**src/hw/rtl/sjt_pkg.sv**
```systemverilog
// Shared types and constants for the permutation generator.
// No dependencies; every other RTL file imports this package.
`default_nettype none

package sjt_pkg;

    // Fixed field widths and the default maximum element count
    localparam int ELEM_W           = 4;
    localparam int CNT_W            = 5;
    localparam int ARR_W            = 64;
    localparam int DEF_MAX_ELEMENTS = 16;

    localparam logic [CNT_W-1:0] NUM_ELEMENTS_RESET = CNT_W'(16);

    // Command codes carried in a request beat
    localparam logic [1:0] CMD_ADVANCE = 2'd0;
    localparam logic [1:0] CMD_RESTART = 2'd1;
    localparam logic [1:0] CMD_READ    = 2'd2;

    // Direction of travel held for each value
    typedef enum logic [1:0] {
        DIR_NONE  = 2'd0,
        DIR_LEFT  = 2'd1,
        DIR_RIGHT = 2'd2
    } dir_t;

    // Request beat
    typedef struct packed {
        logic [1:0]        cmd;
        logic [ELEM_W-1:0] read_index;
    } sjt_req_t;

    // Response beat
    typedef struct packed {
        logic              advanced;
        logic              finished;
        logic [ELEM_W-1:0] swap_position;
        logic [ELEM_W-1:0] element_at_index;
        logic [ARR_W-1:0]  arrangement;
    } sjt_rsp_t;

    // Controller to datapath commands
    typedef struct packed {
        logic accept;
        logic restart;
        logic scan_load;
        logic scan_step;
        logic fetch;
        logic swap_a;
        logic swap_b;
        logic settle;
        logic rsp_load;
        logic advanced;
        logic finished;
    } sjt_op_t;

    // Datapath to controller status
    typedef struct packed {
        logic movable;
        logic scan_last;
    } sjt_stat_t;

endpackage

`default_nettype wire

```
**src/hw/rtl/sjt_datapath.sv**
```systemverilog
// Datapath: arrangement, value positions, directions, scan counter and response register.
// Depends on sjt_pkg; driven by sjt_ctrl through sjt_op_t.
`default_nettype none

module sjt_datapath #(
    parameter int MAX_ELEMENTS = sjt_pkg::DEF_MAX_ELEMENTS
) (
    input  wire                                 clk,
    input  wire                                 rst_n,
    input  wire                                 cfg_we,
    input  wire  [sjt_pkg::CNT_W-1:0]           cfg_data,
    input  wire  [sjt_pkg::ELEM_W-1:0]          read_index,
    input  sjt_pkg::sjt_op_t                    op,
    output sjt_pkg::sjt_stat_t                  stat,
    output sjt_pkg::sjt_rsp_t                   rsp
);
    import sjt_pkg::*;

    localparam int IDX_W = $clog2(MAX_ELEMENTS);
    localparam logic [CNT_W-1:0] MAX_CNT = CNT_W'(MAX_ELEMENTS);

    // State stores
    logic [IDX_W-1:0] arr_reg [MAX_ELEMENTS];
    logic [IDX_W-1:0] pos_reg [MAX_ELEMENTS];
    dir_t             dir_reg [MAX_ELEMENTS];
    logic [CNT_W-1:0] n_reg;
    logic [CNT_W-1:0] numel_reg;

    // Working registers for one advance
    logic [IDX_W-1:0]  scan_reg;
    logic [IDX_W-1:0]  mv_reg;
    logic [IDX_W-1:0]  cur_reg;
    logic [IDX_W-1:0]  tgt_reg;
    logic              right_reg;
    logic [IDX_W-1:0]  w_reg;
    logic [ELEM_W-1:0] ri_reg;
    sjt_rsp_t          rsp_reg;

    logic [CNT_W-1:0]  clamp_n;
    dir_t              scan_dir;
    logic [IDX_W-1:0]  scan_pos;
    logic              movable;
    logic [IDX_W-1:0]  nxt;
    logic [IDX_W-1:0]  arr_raddr;
    logic [IDX_W-1:0]  arr_rd;
    logic              stop;
    logic              ri_in_range;
    logic [ARR_W-1:0]  packed_arr;

    // Clamp the configured count into the supported range
    always_comb
    begin
        if (numel_reg == '0)
            clamp_n = CNT_W'(1);
        else if (numel_reg > MAX_CNT)
            clamp_n = MAX_CNT;
        else
            clamp_n = numel_reg;
    end

    // Mobility test of the value under the scan counter
    assign scan_dir = dir_reg[scan_reg];
    assign scan_pos = pos_reg[scan_reg];

    always_comb
    begin
        unique case (scan_dir)
            DIR_LEFT:  movable = (scan_pos != '0) && (CNT_W'(scan_pos) < n_reg);
            DIR_RIGHT: movable = (CNT_W'(scan_pos) + CNT_W'(1)) < n_reg;
            default:   movable = 1'b0;
        endcase
    end

    assign stat.movable   = movable;
    assign stat.scan_last = (scan_reg == '0);

    // Single arrangement read port: target on fetch, next-beyond on settle, else read index
    assign nxt = right_reg ? (tgt_reg + IDX_W'(1)) : (tgt_reg - IDX_W'(1));

    always_comb
    begin
        priority if (op.fetch)
            arr_raddr = tgt_reg;
        else if (op.settle)
            arr_raddr = nxt;
        else
            arr_raddr = ri_reg[IDX_W-1:0];
    end

    assign arr_rd = arr_reg[arr_raddr];

    // Moved value halts at an end or when a larger element lies beyond it
    assign stop = (tgt_reg == '0) || (CNT_W'(tgt_reg) == (n_reg - CNT_W'(1)))
                  || (arr_rd > mv_reg);

    assign ri_in_range = CNT_W'(ri_reg) < MAX_CNT;

    // Pack the arrangement, zero above the store depth
    for (genvar p = 0; p < ARR_W / ELEM_W; p++)
    begin : g_pack
        if (p < MAX_ELEMENTS)
        begin : g_used
            assign packed_arr[p*ELEM_W +: ELEM_W] = ELEM_W'(arr_reg[p]);
        end
        else
        begin : g_unused
            assign packed_arr[p*ELEM_W +: ELEM_W] = '0;
        end
    end

    // Stores and active count
    always_ff @(posedge clk or negedge rst_n)
    begin
        if (!rst_n)
        begin
            for (int i = 0; i < MAX_ELEMENTS; i++)
            begin
                arr_reg[i] <= IDX_W'(i);
                pos_reg[i] <= IDX_W'(i);
                dir_reg[i] <= (i != 0) ? DIR_LEFT : DIR_NONE;
            end
            n_reg     <= MAX_CNT;
            numel_reg <= NUM_ELEMENTS_RESET;
        end
        else
        begin
            if (cfg_we)
                numel_reg <= cfg_data;

            // Load the identity arrangement
            if (op.restart)
            begin
                n_reg <= clamp_n;
                for (int i = 0; i < MAX_ELEMENTS; i++)
                begin
                    arr_reg[i] <= IDX_W'(i);
                    pos_reg[i] <= IDX_W'(i);
                    dir_reg[i] <= (i != 0 && CNT_W'(i) < clamp_n) ? DIR_LEFT : DIR_NONE;
                end
            end

            // Drop the displaced value into the mover's old place
            if (op.swap_a)
            begin
                arr_reg[cur_reg] <= w_reg;
                pos_reg[w_reg]   <= cur_reg;
            end

            // Put the mover into its new place
            if (op.swap_b)
            begin
                arr_reg[tgt_reg] <= mv_reg;
                pos_reg[mv_reg]  <= tgt_reg;
            end

            // Halt the mover if needed and turn every larger value towards it
            if (op.settle)
            begin
                for (int i = 0; i < MAX_ELEMENTS; i++)
                begin
                    if (IDX_W'(i) == mv_reg)
                    begin
                        if (stop)
                            dir_reg[i] <= DIR_NONE;
                    end
                    else if (IDX_W'(i) > mv_reg && CNT_W'(i) < n_reg)
                    begin
                        dir_reg[i] <= (pos_reg[i] > tgt_reg) ? DIR_LEFT : DIR_RIGHT;
                    end
                end
            end
        end
    end

    // Scan, move bookkeeping and response payload
    always_ff @(posedge clk)
    begin
        if (op.accept)
            ri_reg <= read_index;

        if (op.scan_load)
            scan_reg <= IDX_W'(n_reg - CNT_W'(1));
        else if (op.scan_step)
        begin
            if (movable)
            begin
                mv_reg    <= scan_reg;
                cur_reg   <= scan_pos;
                right_reg <= (scan_dir == DIR_RIGHT);
                tgt_reg   <= (scan_dir == DIR_RIGHT) ? (scan_pos + IDX_W'(1))
                                                     : (scan_pos - IDX_W'(1));
            end
            else
                scan_reg <= scan_reg - IDX_W'(1);
        end

        if (op.fetch)
            w_reg <= arr_rd;

        if (op.rsp_load)
        begin
            rsp_reg.advanced         <= op.advanced;
            rsp_reg.finished         <= op.finished;
            rsp_reg.swap_position    <= op.advanced
                                        ? ELEM_W'(right_reg ? cur_reg : tgt_reg) : '0;
            rsp_reg.element_at_index <= ri_in_range ? ELEM_W'(arr_rd) : '0;
            rsp_reg.arrangement      <= packed_arr;
        end
    end

    assign rsp = rsp_reg;

endmodule

`default_nettype wire

```
**src/hw/rtl/sjt_ctrl.sv**
```systemverilog
// Controller state machine: request/response handshakes and sequencing of an advance.
// Depends on sjt_pkg; commands sjt_datapath through sjt_op_t.
`default_nettype none

module sjt_ctrl (
    input  wire                  clk,
    input  wire                  rst_n,
    input  wire                  req_valid,
    output logic                 req_ready,
    input  wire  [1:0]           req_cmd,
    output logic                 rsp_valid,
    input  wire                  rsp_ready,
    input  sjt_pkg::sjt_stat_t   stat,
    output sjt_pkg::sjt_op_t     op
);
    import sjt_pkg::*;

    typedef enum logic [2:0] {
        S_IDLE,
        S_SCAN,
        S_FETCH,
        S_SWAP_A,
        S_SWAP_B,
        S_SETTLE,
        S_REPORT
    } state_t;

    state_t state_reg;
    logic   adv_reg;
    logic   fin_reg;
    logic   rsp_valid_reg;
    logic   rsp_free;

    assign req_ready = (state_reg == S_IDLE);
    assign rsp_valid = rsp_valid_reg;
    assign rsp_free  = !rsp_valid_reg || rsp_ready;

    // Decode datapath commands from the state
    always_comb
    begin
        op          = '0;
        op.advanced = adv_reg;
        op.finished = fin_reg;
        unique case (state_reg)
            S_IDLE:
            begin
                if (req_valid)
                begin
                    op.accept    = 1'b1;
                    op.restart   = (req_cmd == CMD_RESTART);
                    op.scan_load = (req_cmd == CMD_ADVANCE);
                end
            end
            S_SCAN:   op.scan_step = 1'b1;
            S_FETCH:  op.fetch     = 1'b1;
            S_SWAP_A: op.swap_a    = 1'b1;
            S_SWAP_B: op.swap_b    = 1'b1;
            S_SETTLE: op.settle    = 1'b1;
            S_REPORT: op.rsp_load  = rsp_free;
            default:  op           = '0;
        endcase
    end

    // State, result flags and response valid
    always_ff @(posedge clk or negedge rst_n)
    begin
        if (!rst_n)
        begin
            state_reg     <= S_IDLE;
            adv_reg       <= 1'b0;
            fin_reg       <= 1'b0;
            rsp_valid_reg <= 1'b0;
        end
        else
        begin
            if (op.rsp_load)
                rsp_valid_reg <= 1'b1;
            else if (rsp_ready)
                rsp_valid_reg <= 1'b0;

            unique case (state_reg)
                S_IDLE:
                begin
                    if (req_valid)
                    begin
                        adv_reg   <= 1'b0;
                        fin_reg   <= 1'b0;
                        state_reg <= (req_cmd == CMD_ADVANCE) ? S_SCAN : S_REPORT;
                    end
                end
                S_SCAN:
                begin
                    priority if (stat.movable)
                    begin
                        adv_reg   <= 1'b1;
                        state_reg <= S_FETCH;
                    end
                    else if (stat.scan_last)
                    begin
                        fin_reg   <= 1'b1;
                        state_reg <= S_REPORT;
                    end
                end
                S_FETCH:  state_reg <= S_SWAP_A;
                S_SWAP_A: state_reg <= S_SWAP_B;
                S_SWAP_B: state_reg <= S_SETTLE;
                S_SETTLE: state_reg <= S_REPORT;
                S_REPORT:
                begin
                    if (rsp_free)
                        state_reg <= S_IDLE;
                end
                default:  state_reg <= S_IDLE;
            endcase
        end
    end

endmodule

`default_nettype wire

```
**src/hw/rtl/sjt_permutation_generator.sv**
```systemverilog
// Top level of the permutation generator: controller plus datapath.
// Depends on sjt_pkg, sjt_ctrl and sjt_datapath.
//
// Steps through the permutations of 0..n-1 in plain-changes order, one adjacent
// swap per advance request, and returns on every request the element at
// read_index plus the whole arrangement. One request is worked at a time.
// Restart and read-only requests go from acceptance straight to the report
// state, which loads the response register. An advance runs the mobility scan,
// which visits k values, largest first, one value per cycle through the
// position and direction stores (k = n - m for mover m, at most n), then goes
// through the fetch, swap A, swap B and settle states to the report state;
// one that finds nothing to move scans all n values and goes straight to the
// report state. The next request can be taken in the cycle after the load.
// The load waits while the previous response is still held and not being
// taken. A response waiting to be taken does not block acceptance of the next
// request. num_elements is picked up at the next restart; 0 counts as 1 and
// values above MAX_ELEMENTS count as MAX_ELEMENTS. After reset the state is
// as after a restart with n of MAX_ELEMENTS, with num_elements at 16.
`default_nettype none

module sjt_permutation_generator #(
    parameter int MAX_ELEMENTS = sjt_pkg::DEF_MAX_ELEMENTS
) (
    input  wire                         clk,
    input  wire                         rst_n,
    input  wire                         req_valid,
    output logic                        req_ready,
    input  sjt_pkg::sjt_req_t           req,
    output logic                        rsp_valid,
    input  wire                         rsp_ready,
    output sjt_pkg::sjt_rsp_t           rsp,
    input  wire                         cfg_valid,
    output logic                        cfg_ready,
    input  wire  [sjt_pkg::CNT_W-1:0]   cfg_data
);
    import sjt_pkg::*;

    sjt_op_t   op;
    sjt_stat_t stat;

    // Register writes are always taken
    assign cfg_ready = 1'b1;

    sjt_ctrl u_ctrl (
        .clk       (clk),
        .rst_n     (rst_n),
        .req_valid (req_valid),
        .req_ready (req_ready),
        .req_cmd   (req.cmd),
        .rsp_valid (rsp_valid),
        .rsp_ready (rsp_ready),
        .stat      (stat),
        .op        (op)
    );

    sjt_datapath #(
        .MAX_ELEMENTS (MAX_ELEMENTS)
    ) u_datapath (
        .clk        (clk),
        .rst_n      (rst_n),
        .cfg_we     (cfg_valid && cfg_ready),
        .cfg_data   (cfg_data),
        .read_index (req.read_index),
        .op         (op),
        .stat       (stat),
        .rsp        (rsp)
    );

endmodule

`default_nettype wire

```
**config.mk**
```make
export PLATFORM = sky130hd
export DESIGN_NAME = sjt_permutation_generator
export DESIGN_NICKNAME = d
export VERILOG_FILES = /design/src/hw/rtl/sjt_pkg.sv /design/src/hw/rtl/sjt_datapath.sv /design/src/hw/rtl/sjt_ctrl.sv /design/src/hw/rtl/sjt_permutation_generator.sv
export SDC_FILE = /design/constraint.sdc
export NUM_CORES = 1
export LEC_CHECK = 0
export ABC_AREA = 1
export BUFFER_PORTS_ARGS = -buffer_cell sky130_fd_sc_hd__buf_2
export CAP_MARGIN = 30
export CORE_AREA = 5 5 156 172
export CTS_BUF_LIST = sky130_fd_sc_hd__clkbuf_4 sky130_fd_sc_hd__clkbuf_8
export CTS_CLUSTER_SIZE = 16
export DETAILED_ROUTE_END_ITERATION = 10
export DIE_AREA = 0 0 161 177
export PLACE_DENSITY_LB_ADDON = 0.08
export SYNTH_ARGS = -nofsm -noshare
export SYNTH_HDL_FRONTEND = slang
export SYNTH_SLANG_ARGS = --single-unit
```
**constraint.sdc**
```tcl
create_clock -name clk -period 9.5 [get_ports clk]
set_input_delay 0.95 -clock clk [delete_from_list [all_inputs] [get_ports clk]]
set_output_delay 0.95 -clock clk [all_outputs]
set_load 0.05 [all_outputs]
```
==> impl_metrics.env <==
export IMPL_final_max_slew_viol_count=0
export IMPL_hpwl_um=36820
export IMPL_grt_pass1_wl_um=79970
export IMPL_cts_sinks=275
export IMPL_finalHoldViolations=0
export IMPL_ctsResizeCount=0
export IMPL_syn_inst=1861
export IMPL_final_util=0.7004
export IMPL_power_frac_seq=0.351
export IMPL_yosysUniqueCellTypes=58
export IMPL_arrival_ns=5.81
export IMPL_std_cell_rows=61
export IMPL_area_growth_synth_to_final_pct=10.42
export IMPL_outcome="finished clean"
export IMPL_grt_pass1_vias=14310
export IMPL_slew_headroom=0.2826
export IMPL_nNetsFinal=2041
export IMPL_cts_buffers=44
export IMPL_core_area_um2=25030
export IMPL_max_slew_worst_pin_slew_ns=1.068
export IMPL_largest_reg_flops=74
export IMPL_cts_root_buf="clkbuf_8"
export IMPL_power_switching_share=0.4556
export IMPL_crit_path_end_kind="flip-flop"
export IMPL_ys_ff_latch=275
export IMPL_initial_core_util=0.6343
export IMPL_critical_path_class="flip-flop to flip-flop"
export IMPL_rr_endpoint="u_datapath.dir_reg[16]"
export IMPL_port_buffers=91
export IMPL_reg2reg_from="u_datapath.tgt_reg[0]"
export IMPL_ant_nets=0
export IMPL_ff_latch_area_um2=7478
export IMPL_startpoint_type="flip-flop"
export IMPL_cellPowerDensity_nw_per_um2=368.7
export IMPL_async_flop_share=0.6400
export IMPL_drv_cap=0
export IMPL_ios=93
export IMPL_floorplan_die_width_um=161
export IMPL_clockBufferDepth=3
export IMPL_via_per_inst=6.466
export IMPL_setup_tns_ns=0
export IMPL_pre_cts_ws_ns=4.339
export IMPL_via_count=14810
export IMPL_yosysSeqAreaShare=0.4710
export IMPL_synth_edf_count=99
export IMPL_insertion_delay_ns=0.58
export IMPL_max_freq_mhz=188.1
export IMPL_routed_wl_um=51940
export IMPL_final_cell_mix="nand2_1 (386), inv_1 (205), o21ai_0 (183)"
export IMPL_syn_nets=1961
export IMPL_p_clk_frac=0.185
export IMPL_comb_power_share=0.463
export IMPL_final_setup_viol_count=0
export IMPL_layout_commonest_cell="nand2_1"
export IMPL_synth_area_um2=15880
export IMPL_grt_antenna_before_repair=0
export IMPL_drtIter0Drc=1644
export IMPL_drive_above_1_share=0.1519
export IMPL_dieArea_um2=28500
export IMPL_rsz0062_at_grt="no"
export IMPL_fin_ws_ns=4.184
export IMPL_fillers=2028
export IMPL_wl_per_cell_um=22.68
export IMPL_cts_hold_buffers_added=0
export IMPL_clkTransAtPathRegs_ns=0.07
export IMPL_cp_max_fo=23
export IMPL_p_int_w=0.003520
export IMPL_diodes=0
export IMPL_finClkSkew_ns=0.03351
export IMPL_hp_class="primary input to async pin"
export IMPL_hold_ws_ns=0.3117
export IMPL_cts_tree="yes"
export IMPL_grt_start_max_net_pins=71
export IMPL_ff2ff_path_depth=24
export IMPL_synth_avg_cell_area_um2=8.532
export IMPL_post_cts_setup_buffers=0
export IMPL_cts_htree_levels=2
export IMPL_firstDrtPassIters=7
export IMPL_drc_errors=0
export IMPL_period_minus_slack_ns=5.316
export IMPL_ys_warn_count=0
export IMPL_crit_path_start="u_datapath.tgt_reg[0]"
export IMPL_cellLeakagePower_nw=7.901
export IMPL_synthFlopType="edfxtp_1"
export IMPL_grt_ovfl_total=0
export IMPL_multi_input_area_um2=7239
export IMPL_peakVddDrop_uv=187.3
export IMPL_rrSetupSlack_ns=4.18
export IMPL_die_h_um=177
export IMPL_grtUsageTotal=0.3623
export IMPL_switchingPower_w=0.002946
export IMPL_min_period_over_period=0.5595
export IMPL_worstPathRequired_ns=9.99
export IMPL_gp_congestion=0.9538
==> metal layers <==
| layer | vias up | track usage | share of wire | wire (um) |
|---|---|---|---|---|
| met5 | - | 0 | 0 | 0 |
| met4 | 0 | 0.2616 | 0.087 | 4533 |
| met2 | 887 | 0.6029 | 0.46 | 24130 |
| li1 | 6706 | - | - | - |
| met1 | 6927 | 0.4312 | 0.36 | 18670 |
| met3 | 288 | 0.05404 | 0.089 | 4604 |
==> cell families (layout without fill, tap and decap cells) <==
kind of cell,after synthesis,after routing,share of synthesized area
other cells,1,1,0.0002362
mux,7,7,0.004885
flops,275,275,0.4710
simple gates,713,713,0.1868
fa+ha+maj,84,84,0.06713
buf+inv,291,405,0.07407
xor+xnor,13,13,0.007170
compound gates,477,477,0.1887
==> through the flow <==
stage	instances	instance area, um^2	power, W
floorplan	1861	15880	0.004300
global route	2290	17530	0.006885
global placement	2210	16500	0.005121
detailed placement	2210	16500	0.005206
CTS	2290	17530	0.006409
finish	2290	17530	0.006465
==> critical path: stages (launching register included) <==
cell and delay (ns):
edfxtp_1 0.32, buf_4 0.33, clkinv_1 0.80, fa_1 0.74
nand2_1 0.07, o21ai_1 0.10, a31oi_4 0.50, inv_2 0.26
o211ai_1 0.15, nand3_1 0.11, nand3_1 0.08, nand2_1 0.06
inv_1 0.09, ha_1 0.25, inv_1 0.06, nor2_1 0.03
o21ai_0 0.13, nand2_1 0.07, a22oi_1 0.31, nand2_2 0.13
nand2_4 0.22, nand2_1 0.09, o21ai_0 0.08, inv_1 0.06
o21ai_0 0.16
==> layout make-up <==
class,instances,share of cell area
Sequential cell,275,0.4265
Clock buffer,60,0.04282
Multi-Input combinational cell,1295,0.4129
Clock inverter,20,0.01584
Inverter,220,0.04710
Timing Repair Buffer,105,0.03233
Tap cell,315,0.02248
==> power groups by stage <==
stage	sequential, W	clock [W]	combinational [W]
6_report	0.00227	0.00120	0.00300
5_1_grt	0.00230	0.00126	0.00332
4_1_cts	0.00225	0.00121	0.00295
3_5_place_dp	0.00227	0	0.00294
3_3_place_gp	0.00226	0	0.00286
2_1_floorplan	0.00229	0	0.00201
==> cells in the mapped netlist (2+ instances only) <==
| cell type | number | area [um^2] |
|---|---|---|
| a211oi_1 | 3 | 22.52 |
| a21oi_1 | 76 | 380.4 |
| a221oi_1 | 22 | 192.7 |
| a22oi_1 | 3 | 22.52 |
| a311oi_1 | 5 | 43.79 |
| a31oi_1 | 26 | 162.7 |
| buf_1 | 2 | 7.510 |
| buf_2 | 24 | 120.1 |
| buf_4 | 8 | 60.06 |
| buf_6 | 3 | 33.78 |
| clkbuf_1 | 33 | 123.9 |
| clkinv_1 | 4 | 15.01 |
| dfrtp_1 | 95 | 2377 |
| dfstp_2 | 81 | 2128 |
| edfxtp_1 | 99 | 2973 |
| fa_1 | 2 | 40.04 |
| ha_1 | 82 | 1026 |
| inv_1 | 205 | 769.5 |
| inv_2 | 11 | 41.29 |
| mux2_2 | 6 | 67.56 |
| nand2_1 | 386 | 1449 |
| nand2_2 | 5 | 31.28 |
| nand3_1 | 120 | 600.6 |
| nand3_2 | 2 | 20.02 |
| nand3b_1 | 4 | 30.03 |
| nand4_1 | 16 | 100.1 |
| nor2_1 | 158 | 593.1 |
| nor2_2 | 4 | 25.02 |
| nor3_1 | 12 | 60.06 |
| o2111ai_1 | 5 | 43.79 |
| o211ai_1 | 29 | 217.7 |
| o21ai_0 | 183 | 915.9 |
| o21ai_1 | 5 | 25.02 |
| o21bai_1 | 5 | 37.54 |
| o221ai_1 | 67 | 586.8 |
| o22ai_1 | 32 | 200.2 |
| o31ai_1 | 6 | 45.04 |
| xnor2_1 | 3 | 26.28 |
| xor2_1 | 10 | 87.58 |
==> worst max-delay path by stage <==
stage,to,slack (ns),depth (start not counted)
final,u_datapath.dir_reg[16],4.18,24
after global routing,u_datapath.dir_reg[18],3.83,24
after CTS,u_datapath.dir_reg[16],4.30,24
after detailed placement,u_datapath.dir_reg[2],4.34,24
after global placement,u_datapath.dir_reg[18],4.44,24
after floorplan,u_datapath.rsp[0],4.91,2
(Power assumes the default switching activity.)
